### config.mk
export PLATFORM = sky130hd
export DESIGN_NAME = dns_response_frame_classifier
export DESIGN_NICKNAME = d
export VERILOG_FILES = /design/src/design/dnsrfc_pkg.sv /design/src/design/dnsrfc_queue.sv /design/src/design/dnsrfc_front.sv /design/src/design/dnsrfc_back.sv /design/src/design/dns_response_frame_classifier.sv
export VERILOG_INCLUDE_DIRS = /design/src /design/src/design
export SDC_FILE = /design/constraint.sdc
export NUM_CORES = 2
export LEC_CHECK = 0
export ABC_AREA = 1
export BUFFER_PORTS_ARGS = -buffer_cell sky130_fd_sc_hd__buf_2
export CAP_MARGIN = 30
export CELL_PAD_IN_SITES_DETAIL_PLACEMENT = 0
export CELL_PAD_IN_SITES_GLOBAL_PLACEMENT = 1
export CORE_MARGIN = 5
export CORE_UTILIZATION = 55
export DETAILED_ROUTE_END_ITERATION = 16
export GPL_ROUTABILITY_DRIVEN = 0
export HOLD_SLACK_MARGIN = 0.08
export PLACE_DENSITY_LB_ADDON = 0.1
export SYNTH_ARGS = -nofsm -noshare
export SYNTH_HDL_FRONTEND = slang
export SYNTH_SLANG_ARGS = --single-unit
### constraint.sdc
create_clock -name clock -period 43.3 [get_ports clock]
set_clock_uncertainty 0.15 [all_clocks]
set_input_delay 6.495 -clock clock [delete_from_list [all_inputs] [get_ports clock]]
set_output_delay 6.495 -clock clock [all_outputs]
set_load 0.02 [all_outputs]
### src/design/dns_response_frame_classifier_macros.svh
// Assertion macros shared by the DNS response frame classifier.
`ifndef DNS_RESPONSE_FRAME_CLASSIFIER_MACROS_SVH
`define DNS_RESPONSE_FRAME_CLASSIFIER_MACROS_SVH

// Checks a same-cycle implication while reset is low.
`define DNSRFC_ASSERT_IMPLY(label, clk, rst, pre, post, msg) \
   label: assert property (@(posedge clk) disable iff (rst) (pre) |-> (post)) \
      else $error(msg);

// Checks a next-cycle implication, also across reset.
`define DNSRFC_ASSERT_NEXT(label, clk, pre, post, msg) \
   label: assert property (@(posedge clk) (pre) |=> (post)) else $error(msg);

`endif

### src/design/dnsrfc_pkg.sv
// Types and constants shared by the DNS response frame classifier modules.
package dnsrfc_pkg;

   localparam logic [15:0] ETH_TYPE_IPV4 = 16'h0800;
   localparam logic [15:0] ETH_TYPE_IPV6 = 16'h86DD;
   localparam logic [15:0] ETH_HDR_BYTES = 16'd14;
   localparam logic [15:0] UDP_HDR_BYTES = 16'd8;
   localparam logic [15:0] DNS_HDR_BYTES = 16'd12;
   localparam logic [15:0] MIN_UDP_LENGTH = UDP_HDR_BYTES + DNS_HDR_BYTES;
   localparam logic [6:0] PAYLOAD_BASE = 7'(ETH_HDR_BYTES + UDP_HDR_BYTES);
   localparam logic [7:0] PROTO_UDP = 8'd17;
   localparam logic [3:0] IP_VERSION_4 = 4'd4;
   localparam logic [3:0] IP_VERSION_6 = 4'd6;
   localparam logic [5:0] IPV4_MIN_HDR_BYTES = 6'd20;
   localparam logic [5:0] IPV6_HDR_BYTES = 6'd40;

   localparam logic [15:0] CAPTURE_LIMIT_RESET = 16'd512;
   localparam logic [15:0] SERVICE_PORT_RESET = 16'd53;

   localparam logic CSR_CAPTURE_LIMIT = 1'b0;
   localparam logic CSR_SERVICE_PORT = 1'b1;

   localparam int MID_QUEUE_DEPTH = 4;
   localparam int OUT_QUEUE_DEPTH = 2;

   typedef struct packed {
      logic [16:0] total;
      logic [5:0]  ip_header_len;
      logic        headers_ok;
      logic        is_v4;
      logic        is_v6;
      logic [15:0] src_port;
      logic [15:0] dest_port;
      logic [15:0] udp_length;
      logic [63:0] source_addr_high;
      logic [63:0] source_addr_low;
      logic [63:0] dest_addr_high;
      logic [63:0] dest_addr_low;
   } frame_summary_type;

   typedef struct packed {
      logic        is_dns_response;
      logic        ip_is_v6;
      logic [15:0] src_port;
      logic [15:0] dst_port;
      logic [63:0] source_addr_high;
      logic [63:0] source_addr_low;
      logic [63:0] dest_addr_high;
      logic [63:0] dest_addr_low;
      logic [6:0]  data_offset;
      logic [15:0] capture_len;
   } result_type;

endpackage

### src/design/dnsrfc_queue.sv
// Small register-based first-in first-out queue.
module dnsrfc_queue #(
   parameter int WIDTH = 1,
   parameter int DEPTH = 2
) (
   input  logic             clock,
   input  logic             reset,
   input  logic             push,
   input  logic [WIDTH-1:0] push_data,
   output logic             full,
   input  logic             pop,
   output logic             empty,
   output logic [WIDTH-1:0] pop_data
);
   localparam int PTR_W = $clog2(DEPTH);
   localparam int CNT_W = $clog2(DEPTH + 1);

   logic [WIDTH-1:0] entries_ff [DEPTH];
   logic [PTR_W-1:0] wr_ptr_ff, wr_ptr_in;
   logic [PTR_W-1:0] rd_ptr_ff, rd_ptr_in;
   logic [CNT_W-1:0] count_ff, count_in;
   logic             do_push;
   logic             do_pop;

   assign full = (count_ff == CNT_W'(DEPTH));
   assign empty = (count_ff == '0);
   assign pop_data = entries_ff[rd_ptr_ff];
   assign do_push = push && !full;
   assign do_pop = pop && !empty;

   always_comb begin
      wr_ptr_in = wr_ptr_ff;
      rd_ptr_in = rd_ptr_ff;
      count_in = count_ff;
      if (do_push) begin
         wr_ptr_in = (wr_ptr_ff == PTR_W'(DEPTH - 1)) ? '0 : wr_ptr_ff + 1'b1;
      end
      if (do_pop) begin
         rd_ptr_in = (rd_ptr_ff == PTR_W'(DEPTH - 1)) ? '0 : rd_ptr_ff + 1'b1;
      end
      if (do_push && !do_pop) begin
         count_in = count_ff + 1'b1;
      end else if (do_pop && !do_push) begin
         count_in = count_ff - 1'b1;
      end
   end

   always_ff @(posedge clock) begin
      if (reset) begin
         wr_ptr_ff <= '0;
         rd_ptr_ff <= '0;
         count_ff <= '0;
      end else begin
         wr_ptr_ff <= wr_ptr_in;
         rd_ptr_ff <= rd_ptr_in;
         count_ff <= count_in;
      end
   end

   always_ff @(posedge clock) begin
      if (do_push) begin
         entries_ff[wr_ptr_ff] <= push_data;
      end
   end

endmodule

### src/design/dnsrfc_front.sv
// Byte-wise header parser that builds one summary per frame.
module dnsrfc_front (
   input  logic                          clock,
   input  logic                          reset,
   input  logic                          accept,
   input  logic [7:0]                    data_byte,
   input  logic                          frame_last,
   output logic                          summary_push,
   output dnsrfc_pkg::frame_summary_type summary
);
   import dnsrfc_pkg::*;

   localparam logic [15:0] POS_ETYPE_HI = 16'd12;
   localparam logic [15:0] POS_ETYPE_LO = 16'd13;
   localparam logic [15:0] POS_V4_PROTO = 16'd23;
   localparam logic [15:0] POS_V6_NEXT = 16'd20;

   logic [15:0] byte_count_ff, byte_count_in;
   logic [15:0] ether_type_ff, ether_type_in;
   logic [5:0]  ip_header_len_ff, ip_header_len_in;
   logic        headers_ok_ff, headers_ok_in;
   logic [15:0] udp_length_ff, udp_length_in;
   logic [15:0] src_port_ff, src_port_in;
   logic [15:0] dest_port_ff, dest_port_in;
   logic [63:0] src_high_ff, src_high_in;
   logic [63:0] src_low_ff, src_low_in;
   logic [63:0] dst_high_ff, dst_high_in;
   logic [63:0] dst_low_ff, dst_low_in;
   logic [15:0] pos;
   logic [15:0] udp_pos;
   logic        is_v4;
   logic        is_v6;
   logic        in_udp;

   assign summary_push = accept && frame_last;

   always_comb begin
      pos = byte_count_ff;
      byte_count_in = (byte_count_ff == 16'hFFFF) ? byte_count_ff : byte_count_ff + 1'b1;
      ether_type_in = ether_type_ff;
      ip_header_len_in = ip_header_len_ff;
      headers_ok_in = headers_ok_ff;
      udp_length_in = udp_length_ff;
      src_port_in = src_port_ff;
      dest_port_in = dest_port_ff;
      src_high_in = src_high_ff;
      src_low_in = src_low_ff;
      dst_high_in = dst_high_ff;
      dst_low_in = dst_low_ff;

      if (pos == POS_ETYPE_HI) begin
         ether_type_in = {data_byte, 8'h00};
      end else if (pos == POS_ETYPE_LO) begin
         ether_type_in = {ether_type_ff[15:8], data_byte};
      end

      is_v4 = (pos >= ETH_HDR_BYTES) && (ether_type_ff == ETH_TYPE_IPV4);
      is_v6 = (pos >= ETH_HDR_BYTES) && (ether_type_ff == ETH_TYPE_IPV6);

      if (pos == ETH_HDR_BYTES) begin
         if (is_v4) begin
            ip_header_len_in = {data_byte[3:0], 2'b00};
            if (data_byte[7:4] != IP_VERSION_4 || ip_header_len_in < IPV4_MIN_HDR_BYTES) begin
               headers_ok_in = 1'b0;
            end
         end else if (is_v6) begin
            ip_header_len_in = IPV6_HDR_BYTES;
            if (data_byte[7:4] != IP_VERSION_6) begin
               headers_ok_in = 1'b0;
            end
         end
      end

      if (is_v4) begin
         if (pos == POS_V4_PROTO && data_byte != PROTO_UDP) begin
            headers_ok_in = 1'b0;
         end
         if (pos inside {[16'd26:16'd29]}) begin
            src_low_in = {src_low_ff[55:0], data_byte};
         end else if (pos inside {[16'd30:16'd33]}) begin
            dst_low_in = {dst_low_ff[55:0], data_byte};
         end
      end else if (is_v6) begin
         if (pos == POS_V6_NEXT && data_byte != PROTO_UDP) begin
            headers_ok_in = 1'b0;
         end
         if (pos inside {[16'd22:16'd29]}) begin
            src_high_in = {src_high_ff[55:0], data_byte};
         end else if (pos inside {[16'd30:16'd37]}) begin
            src_low_in = {src_low_ff[55:0], data_byte};
         end else if (pos inside {[16'd38:16'd45]}) begin
            dst_high_in = {dst_high_ff[55:0], data_byte};
         end else if (pos inside {[16'd46:16'd53]}) begin
            dst_low_in = {dst_low_ff[55:0], data_byte};
         end
      end

      udp_pos = pos - ETH_HDR_BYTES - {10'b0, ip_header_len_ff};
      in_udp = (is_v4 || is_v6) && (pos > ETH_HDR_BYTES)
               && (pos >= ETH_HDR_BYTES + {10'b0, ip_header_len_ff});
      if (in_udp) begin
         if (udp_pos < 16'd2) begin
            src_port_in = {src_port_ff[7:0], data_byte};
         end else if (udp_pos < 16'd4) begin
            dest_port_in = {dest_port_ff[7:0], data_byte};
         end else if (udp_pos < 16'd6) begin
            udp_length_in = {udp_length_ff[7:0], data_byte};
         end
      end

      summary.total = {1'b0, pos} + 17'd1;
      summary.ip_header_len = ip_header_len_in;
      summary.headers_ok = headers_ok_in;
      summary.is_v4 = is_v4;
      summary.is_v6 = is_v6;
      summary.src_port = src_port_in;
      summary.dest_port = dest_port_in;
      summary.udp_length = udp_length_in;
      summary.source_addr_high = src_high_in;
      summary.source_addr_low = src_low_in;
      summary.dest_addr_high = dst_high_in;
      summary.dest_addr_low = dst_low_in;

      if (frame_last) begin
         byte_count_in = '0;
         ether_type_in = '0;
         ip_header_len_in = '0;
         headers_ok_in = 1'b1;
         udp_length_in = '0;
         src_port_in = '0;
         dest_port_in = '0;
         src_high_in = '0;
         src_low_in = '0;
         dst_high_in = '0;
         dst_low_in = '0;
      end
   end

   always_ff @(posedge clock) begin
      if (reset) begin
         byte_count_ff <= '0;
         ether_type_ff <= '0;
         ip_header_len_ff <= '0;
         headers_ok_ff <= 1'b1;
         udp_length_ff <= '0;
         src_port_ff <= '0;
         dest_port_ff <= '0;
         src_high_ff <= '0;
         src_low_ff <= '0;
         dst_high_ff <= '0;
         dst_low_ff <= '0;
      end else if (accept) begin
         byte_count_ff <= byte_count_in;
         ether_type_ff <= ether_type_in;
         ip_header_len_ff <= ip_header_len_in;
         headers_ok_ff <= headers_ok_in;
         udp_length_ff <= udp_length_in;
         src_port_ff <= src_port_in;
         dest_port_ff <= dest_port_in;
         src_high_ff <= src_high_in;
         src_low_ff <= src_low_in;
         dst_high_ff <= dst_high_in;
         dst_low_ff <= dst_low_in;
      end
   end

endmodule

### src/design/dnsrfc_back.sv
// Verdict pipeline that turns frame summaries into result items.
module dnsrfc_back (
   input  logic                          clock,
   input  logic                          reset,
   input  logic [15:0]                   capture_limit,
   input  logic [15:0]                   service_port,
   input  logic                          summary_empty,
   input  dnsrfc_pkg::frame_summary_type summary,
   output logic                          summary_pop,
   input  logic                          result_full,
   output logic                          result_push,
   output dnsrfc_pkg::result_type        result
);
   import dnsrfc_pkg::*;

   typedef struct packed {
      frame_summary_type frame;
      logic [15:0]       helper;
      logic [6:0]        offset;
      logic              pre_ok;
   } stage_type;

   logic        s1_valid_ff, s1_valid_in;
   stage_type   s1_ff, s1_in;
   logic        s1_ready;
   logic [15:0] payload;
   logic [16:0] needed;
   logic        ok;

   assign result_push = s1_valid_ff && !result_full;
   assign s1_ready = !s1_valid_ff || !result_full;
   assign summary_pop = !summary_empty && s1_ready;
   assign s1_valid_in = summary_pop || (s1_valid_ff && result_full);

   always_comb begin
      payload = (summary.udp_length >= UDP_HDR_BYTES) ? summary.udp_length - UDP_HDR_BYTES
                                                     : '0;
      s1_in.frame = summary;
      s1_in.helper = (payload > capture_limit) ? capture_limit : payload;
      s1_in.offset = PAYLOAD_BASE + {1'b0, summary.ip_header_len};
      s1_in.pre_ok = summary.headers_ok && (summary.is_v4 || summary.is_v6)
                     && (summary.src_port == service_port)
                     && (summary.udp_length >= MIN_UDP_LENGTH)
                     && (s1_in.helper != '0);
   end

   always_comb begin
      needed = {10'b0, s1_ff.offset} + {1'b0, s1_ff.helper};
      ok = s1_ff.pre_ok && (s1_ff.frame.total >= needed);
      result = '0;
      if (ok) begin
         result.is_dns_response = 1'b1;
         result.ip_is_v6 = s1_ff.frame.is_v6;
         result.src_port = s1_ff.frame.src_port;
         result.dst_port = s1_ff.frame.dest_port;
         if (s1_ff.frame.is_v6) begin
            result.source_addr_high = s1_ff.frame.source_addr_high;
            result.source_addr_low = s1_ff.frame.source_addr_low;
            result.dest_addr_high = s1_ff.frame.dest_addr_high;
            result.dest_addr_low = s1_ff.frame.dest_addr_low;
         end else begin
            result.source_addr_low = {32'b0, s1_ff.frame.source_addr_low[31:0]};
            result.dest_addr_low = {32'b0, s1_ff.frame.dest_addr_low[31:0]};
         end
         result.data_offset = s1_ff.offset;
         result.capture_len = s1_ff.helper;
      end
   end

   always_ff @(posedge clock) begin
      if (reset) begin
         s1_valid_ff <= 1'b0;
      end else begin
         s1_valid_ff <= s1_valid_in;
      end
   end

   always_ff @(posedge clock) begin
      if (summary_pop) begin
         s1_ff <= s1_in;
      end
   end

endmodule

### src/design/dns_response_frame_classifier.sv
// Top level of the DNS response frame classifier.
//
// Frame bytes enter on the req_ queue port, first byte at the Ethernet
// destination address; req_frame_last marks the final byte. An item is taken
// at each clock edge with req_push high and req_full low, one per cycle.
// Each frame yields exactly one result item on the rsp_ queue port, shown
// while rsp_empty is low and taken when rsp_pop is high. A rejected frame
// reports is_dns_response low and every other field zero.
// The parser handles one byte per cycle; the summary queue and one verdict
// register stand behind it, so a result goes through both and then the result
// queue before it is shown, and results can leave one per cycle when popped.
// Frame summaries wait in a four-entry queue and results in a two-entry
// queue. When the receiver stops popping, these fill and req_full rises;
// bytes of a frame are held off only while the summary queue is full.
// The csr_ port writes capture_limit (index 0) or service_port (index 1) at
// an edge with csr_write_enable high; write only while no frame is in flight.
// Synchronous reset empties both queues, clears the parser state and sets
// the registers to a capture limit of 512 and a service port of 53.
`include "dns_response_frame_classifier_macros.svh"

module dns_response_frame_classifier #(
   parameter int MID_DEPTH = dnsrfc_pkg::MID_QUEUE_DEPTH,
   parameter int OUT_DEPTH = dnsrfc_pkg::OUT_QUEUE_DEPTH
) (
   input  logic        clock,
   input  logic        reset,
   input  logic        req_push,
   output logic        req_full,
   input  logic [7:0]  req_data_byte,
   input  logic        req_frame_last,
   output logic        rsp_empty,
   input  logic        rsp_pop,
   output logic        rsp_is_dns_response,
   output logic        rsp_ip_is_v6,
   output logic [15:0] rsp_src_port,
   output logic [15:0] rsp_dst_port,
   output logic [63:0] rsp_source_addr_high,
   output logic [63:0] rsp_source_addr_low,
   output logic [63:0] rsp_dest_addr_high,
   output logic [63:0] rsp_dest_addr_low,
   output logic [6:0]  rsp_data_offset,
   output logic [15:0] rsp_capture_len,
   input  logic        csr_write_enable,
   input  logic        csr_index,
   input  logic [15:0] csr_write_data
);
   import dnsrfc_pkg::*;

   logic [15:0]       capture_limit_ff, capture_limit_in;
   logic [15:0]       service_port_ff, service_port_in;
   logic              req_accept;
   logic              summary_push;
   frame_summary_type summary_in;
   frame_summary_type summary_out;
   logic              mid_full;
   logic              mid_empty;
   logic              mid_pop;
   logic              result_push;
   logic              out_full;
   result_type        result_in;
   result_type        result_out;
   logic              shown_reject;
   logic              shown_accept;
   logic              fields_zero;
   logic              accept_rules;

   assign req_full = mid_full;
   assign req_accept = req_push && !mid_full;

   always_comb begin
      capture_limit_in = capture_limit_ff;
      service_port_in = service_port_ff;
      if (csr_write_enable) begin
         case (csr_index)
            CSR_CAPTURE_LIMIT: capture_limit_in = csr_write_data;
            CSR_SERVICE_PORT: service_port_in = csr_write_data;
            default: ;
         endcase
      end
   end

   always_ff @(posedge clock) begin
      if (reset) begin
         capture_limit_ff <= CAPTURE_LIMIT_RESET;
         service_port_ff <= SERVICE_PORT_RESET;
      end else begin
         capture_limit_ff <= capture_limit_in;
         service_port_ff <= service_port_in;
      end
   end

   dnsrfc_front u_front (
      .clock        (clock),
      .reset        (reset),
      .accept       (req_accept),
      .data_byte    (req_data_byte),
      .frame_last   (req_frame_last),
      .summary_push (summary_push),
      .summary      (summary_in)
   );

   dnsrfc_queue #(
      .WIDTH ($bits(frame_summary_type)),
      .DEPTH (MID_DEPTH)
   ) u_mid_queue (
      .clock     (clock),
      .reset     (reset),
      .push      (summary_push),
      .push_data (summary_in),
      .full      (mid_full),
      .pop       (mid_pop),
      .empty     (mid_empty),
      .pop_data  (summary_out)
   );

   dnsrfc_back u_back (
      .clock         (clock),
      .reset         (reset),
      .capture_limit (capture_limit_ff),
      .service_port  (service_port_ff),
      .summary_empty (mid_empty),
      .summary       (summary_out),
      .summary_pop   (mid_pop),
      .result_full   (out_full),
      .result_push   (result_push),
      .result        (result_in)
   );

   dnsrfc_queue #(
      .WIDTH ($bits(result_type)),
      .DEPTH (OUT_DEPTH)
   ) u_out_queue (
      .clock     (clock),
      .reset     (reset),
      .push      (result_push),
      .push_data (result_in),
      .full      (out_full),
      .pop       (rsp_pop),
      .empty     (rsp_empty),
      .pop_data  (result_out)
   );

   assign rsp_is_dns_response = result_out.is_dns_response;
   assign rsp_ip_is_v6 = result_out.ip_is_v6;
   assign rsp_src_port = result_out.src_port;
   assign rsp_dst_port = result_out.dst_port;
   assign rsp_source_addr_high = result_out.source_addr_high;
   assign rsp_source_addr_low = result_out.source_addr_low;
   assign rsp_dest_addr_high = result_out.dest_addr_high;
   assign rsp_dest_addr_low = result_out.dest_addr_low;
   assign rsp_data_offset = result_out.data_offset;
   assign rsp_capture_len = result_out.capture_len;

   assign shown_reject = !rsp_empty && !rsp_is_dns_response;
   assign shown_accept = !rsp_empty && rsp_is_dns_response;
   assign fields_zero = !rsp_ip_is_v6 && rsp_src_port == 16'd0 && rsp_dst_port == 16'd0
                        && rsp_source_addr_high == 64'd0 && rsp_source_addr_low == 64'd0
                        && rsp_dest_addr_high == 64'd0 && rsp_dest_addr_low == 64'd0
                        && rsp_data_offset == 7'd0 && rsp_capture_len == 16'd0;
   assign accept_rules = rsp_capture_len != 16'd0 && rsp_capture_len <= capture_limit_ff
                         && rsp_src_port == service_port_ff;

   `DNSRFC_ASSERT_NEXT(a_reset_empty, clock, reset, rsp_empty && !req_full, "reset left items")
   `DNSRFC_ASSERT_IMPLY(a_reject_zero, clock, reset, shown_reject, fields_zero, "reject not zero")
   `DNSRFC_ASSERT_IMPLY(a_accept_rules, clock, reset, shown_accept, accept_rules, "bad accept")

endmodule
==> key figures <==
CTS
  • Hold buffers post-CTS: 0
  • Clock latency on the worst-skew pair: 0.92 ns
  • Post-CTS Setup Bufs: 0
  • CTS root buffer: clkbuf_16
  • Cts repair resizes: 0
  • CTS H-tree depth: 5
  • Clk sinks: 2666
  • Clk pin slew, worst setup/hold paths: 0.06 ns
  • Clock Path Buffers: 4
  • Cts bufs inserted: 290
  • CTS tree: done

Synth
  • Most used DFF post-synth: edfxtp_1
  • Gate Count Post-Synth: 8983
  • Average instance area after synthesis: 12.04 um^2
  • Mapped cell area: 0.1081 mm^2
  • Async set-or-reset flop fraction in the synthesized netlist: 0
  • Synth Warn #: 0
  • Distinct cells, synth: 61
  • Yosys reg bits: 2666
  • Number of synthesized flops with an enable pin: 2276
  • Post-synthesis sequential area ratio: 0.7041
  • Syn_nets: 9091

Placed design
  • Hpwl dp: 147500 um
  • Port bufs: 345
  • Placement Setup Slack: 32.25 ns
  • DP Cell Count: 11485
  • Dpl cell area: 0.1119 mm^2

Worst setup path
  • Slowest stage cell on the critical path: buf_4
  • Most frequent CP cell: buf_4
  • CP Data Required Time: 36.65 ns
  • Bufs and invs on worst path: 4
  • Ordered cell list for the critical path: buf_4 > buf_4 > buf_4 > mux2_2 > buf_2
  • Critical path launch point type: register
  • Setup Crit Path Kind: reg -> out
  • Max Fanout on Critical Path: 78
  • Cell family with most CP delay: buffers and inverters
  • CP endpoint kind: output port
  • Worst reg2reg path depth: 24
  • Crit path arrival time: 4.31 ns
  • Critical path depth: 5
  • Crit-path max cell delay: 0.80 ns

Power and ir drop
  • Sw Ratio: 0.3217
  • Internal power: 0.005259 W
  • Worst VDD drop: 0.06093 mV
  • PD cells: 64.11 mW/mm^2
  • Clock share of power: 0.300
  • Combinational fraction of design power: 0.252
  • Leak pwr: 41.84 nW
  • Reg power frac: 0.448
  • P_sw: 0.002494 W

Timing
  • Fin. max-slew vios: 0
  • RSZ-0062 raised after global routing: false
  • Setup violators final: 0
  • Final worst path period need: 10.95 ns
  • PnR worst setup slack: 32.35 ns
  • Tcrit/Tclk final: 0.2530
  • Worst rel slew slack: 0.2679
  • FMAX: 91.30 MHz
  • Setup_tns: 0 ns
  • Worst slew pin tran: 1.098 ns
  • Fin. Hold Viols: 0

Global routing
  • Gr usage total: 0.2438
  • Largest net degree at the start of global routing: 196
  • Initial antenna violation count: 3
  • Grt ovf: 0
  • First-pass GRT wire length: 391800 um
  • Number of global-route vias before repair: 66268

Cells and area
  • Share of cells above drive strength 1: 0.1405
  • Design Area, Final: 0.1209 mm^2
  • Post-route insts no fill: 11996
  • Synthesis-to-finish area growth: 11.83%
  • NumNets Final: 9266

Status
  • Run status: completed

Job
  • MaxCap Viol Count: 0

Floorplan
  • Die Area: 0.2056 mm^2
  • Total core area: 0.1952 mm^2
  • Starting Density: 0.5541
  • DIE WIDTH: 453.4 um
  • FP Rows: 162
  • Ports: 346
  • Die Y: 453.4 um

Drt
  • DRC Markers: 0
  • Vias per std cell: 5.685
  • Drt pass-1 iters: 6
  • Detailed Route Iter0 Violations: 5368
  • Vias: 68202
  • Final wirelength: 254500 um
  • Routed Antenna Nets: 0
  • Wirelength per Cell: 21.22 um

Worst hold path
  • Worst min path class: reg -> reg
  • Worst Hold Path Cells: 2
[layout by cell type, fill, tap and decap left out, types with 184 or more instances in the layout]
cell / instances
clkbuf_16: 295
nand2_1: 1563
a21oi_1: 446
mux2_2: 369
nand3_1: 184
o22ai_1: 294
inv_1: 488
o21ai_0: 680
buf_2: 345
dfxtp_1: 387
nor2_1: 1022
edfxtp_1: 2276
o211ai_1: 193
[layer usage]
| layer | share of wire | vias up | GRT usage | wire length [um] |
|---|---|---|---|---|
| li1 | - | 32139 | - | - |
| met4 | 0.028 | 0 | 0.07220 | 7197 |
| met1 | 0.43 | 33846 | 0.3365 | 110600 |
| met2 | 0.49 | 1805 | 0.4099 | 123800 |
| met3 | 0.050 | 412 | 0.03073 | 12850 |
| met5 | 0 | - | 0 | 0 |
[registers in the layout, summed over array words and instances, names as in the netlist, 2 cells and up, named ones only]
| name | cells |
|---|---|
| u_mid_queue.count_ff | 3 |
| u_front.dst_high_ff | 64 |
| u_out_queue.entries_ff | 626 |
| u_mid_queue.rd_ptr_ff | 2 |
| u_front.ip_header_len_ff | 6 |
| capture_limit_ff | 16 |
| u_mid_queue.wr_ptr_ff | 2 |
| u_front.src_high_ff | 64 |
| u_front.byte_count_ff | 16 |
| u_front.dst_low_ff | 64 |
| u_front.src_low_ff | 64 |
| u_front.src_port_ff | 16 |
| service_port_ff | 16 |
| u_front.ether_type_ff | 16 |
| u_front.dest_port_ff | 16 |
| u_mid_queue.entries_ff | 1320 |
| u_out_queue.count_ff | 2 |
| u_back.s1_ff | 330 |
| u_front.udp_length_ff | 16 |
[power by group through the flow]
stage	Sequential (W)	Clock (W)	Combinational, W
after detailed placement	0.00353	0	0.00197
after global placement	0.00352	0	0.00192
after CTS	0.00348	0.00237	0.00197
final	0.00347	0.00232	0.00195
after global routing	0.00351	0.00248	0.00215
after floorplan	0.00361	0	0.00130
[final cells by class]
| class | count | area, um^2 |
|---|---|---|
| well taps | 2624 | 3283 |
| repair buffers | 442 | 2813 |
| fillers | 15126 | 74250 |
| clock buffers | 395 | 7858 |
| clock inverters | 110 | 1007 |
| inverters | 502 | 1917 |
| flip-flops and latches | 2666 | 76160 |
| multi-input cells | 5256 | 27900 |
| diodes | 1 | 2.502 |
[worst paths after layout]
path / startpoint / to / slack [ns]
worst min register to register: u_front.udp_length_ff[13]$_SDFFE_PP0P_ / u_front.udp_length_ff[13]$_SDFFE_PP0P_ / 0.31
worst min-delay path: u_front.udp_length_ff[13]$_SDFFE_PP0P_ / u_front.udp_length_ff[13]$_SDFFE_PP0P_ / 0.31
worst max register to register: u_back.s1_ff[1]$_DFFE_PP_ / u_out_queue.entries_ff[0][161]$_DFFE_PP_ / 36.67
worst max-delay path: register / rsp_source_addr_low[53] / 32.35
[cell usage after synthesis, types with 9 or more instances]
| library cell | count | share of area |
|---|---|---|
| edfxtp_1 | 2276 | 0.63 |
| nand2_1 | 1567 | 0.054 |
| nor2_1 | 1031 | 0.036 |
| o21ai_0 | 680 | 0.031 |
| inv_1 | 491 | 0.017 |
| a21oi_1 | 446 | 0.021 |
| clkbuf_1 | 415 | 0.014 |
| dfxtp_1 | 390 | 0.072 |
| mux2_2 | 369 | 0.038 |
| o22ai_1 | 294 | 0.017 |
| o211ai_1 | 193 | 0.013 |
| nand3_1 | 184 | 0.0085 |
| o21ai_2 | 80 | 0.0065 |
| buf_2 | 76 | 0.0035 |
| ha_1 | 74 | 0.0086 |
| and2_1 | 64 | 0.0037 |
| nand4_1 | 49 | 0.0028 |
| buf_1 | 44 | 0.0015 |
| o21ai_1 | 43 | 0.0020 |
| xor2_1 | 36 | 0.0029 |
| nor3_1 | 31 | 0.0014 |
| xnor2_1 | 15 | 0.0012 |
| buf_4 | 12 | 0.00083 |
| buf_6 | 11 | 0.0011 |
| inv_2 | 9 | 0.00031 |
[stage by stage]
stage | util | hold WS, ns | total power [W]
after global routing | 0.6196 | 0.3328 | 0.008136
after global placement | 0.5725 | 0.2982 | 0.005442
final | 0.6196 | 0.3134 | 0.007754
after floorplan | - | 0.2919 | 0.004913
after detailed placement | 0.5735 | 0.3053 | 0.005497
after CTS | 0.6189 | 0.3145 | 0.007826
[kinds of logic after synthesis]
| kind of cell | share of synthesized area |
|---|---|
| mux | 0.03842 |
| buf+inv | 0.03890 |
| compound gates | 0.09505 |
| fa+ha+maj | 0.009117 |
| xor+xnor | 0.004130 |
| flops | 0.7041 |
| simple gates | 0.1102 |
[tightest hold or removal path, stage by stage (launching register included)]
cell,delay (ns)
dfxtp_1,0.31
nand2_1,0.06
a21oi_1,0.05
(Power assumes the default switching activity.)
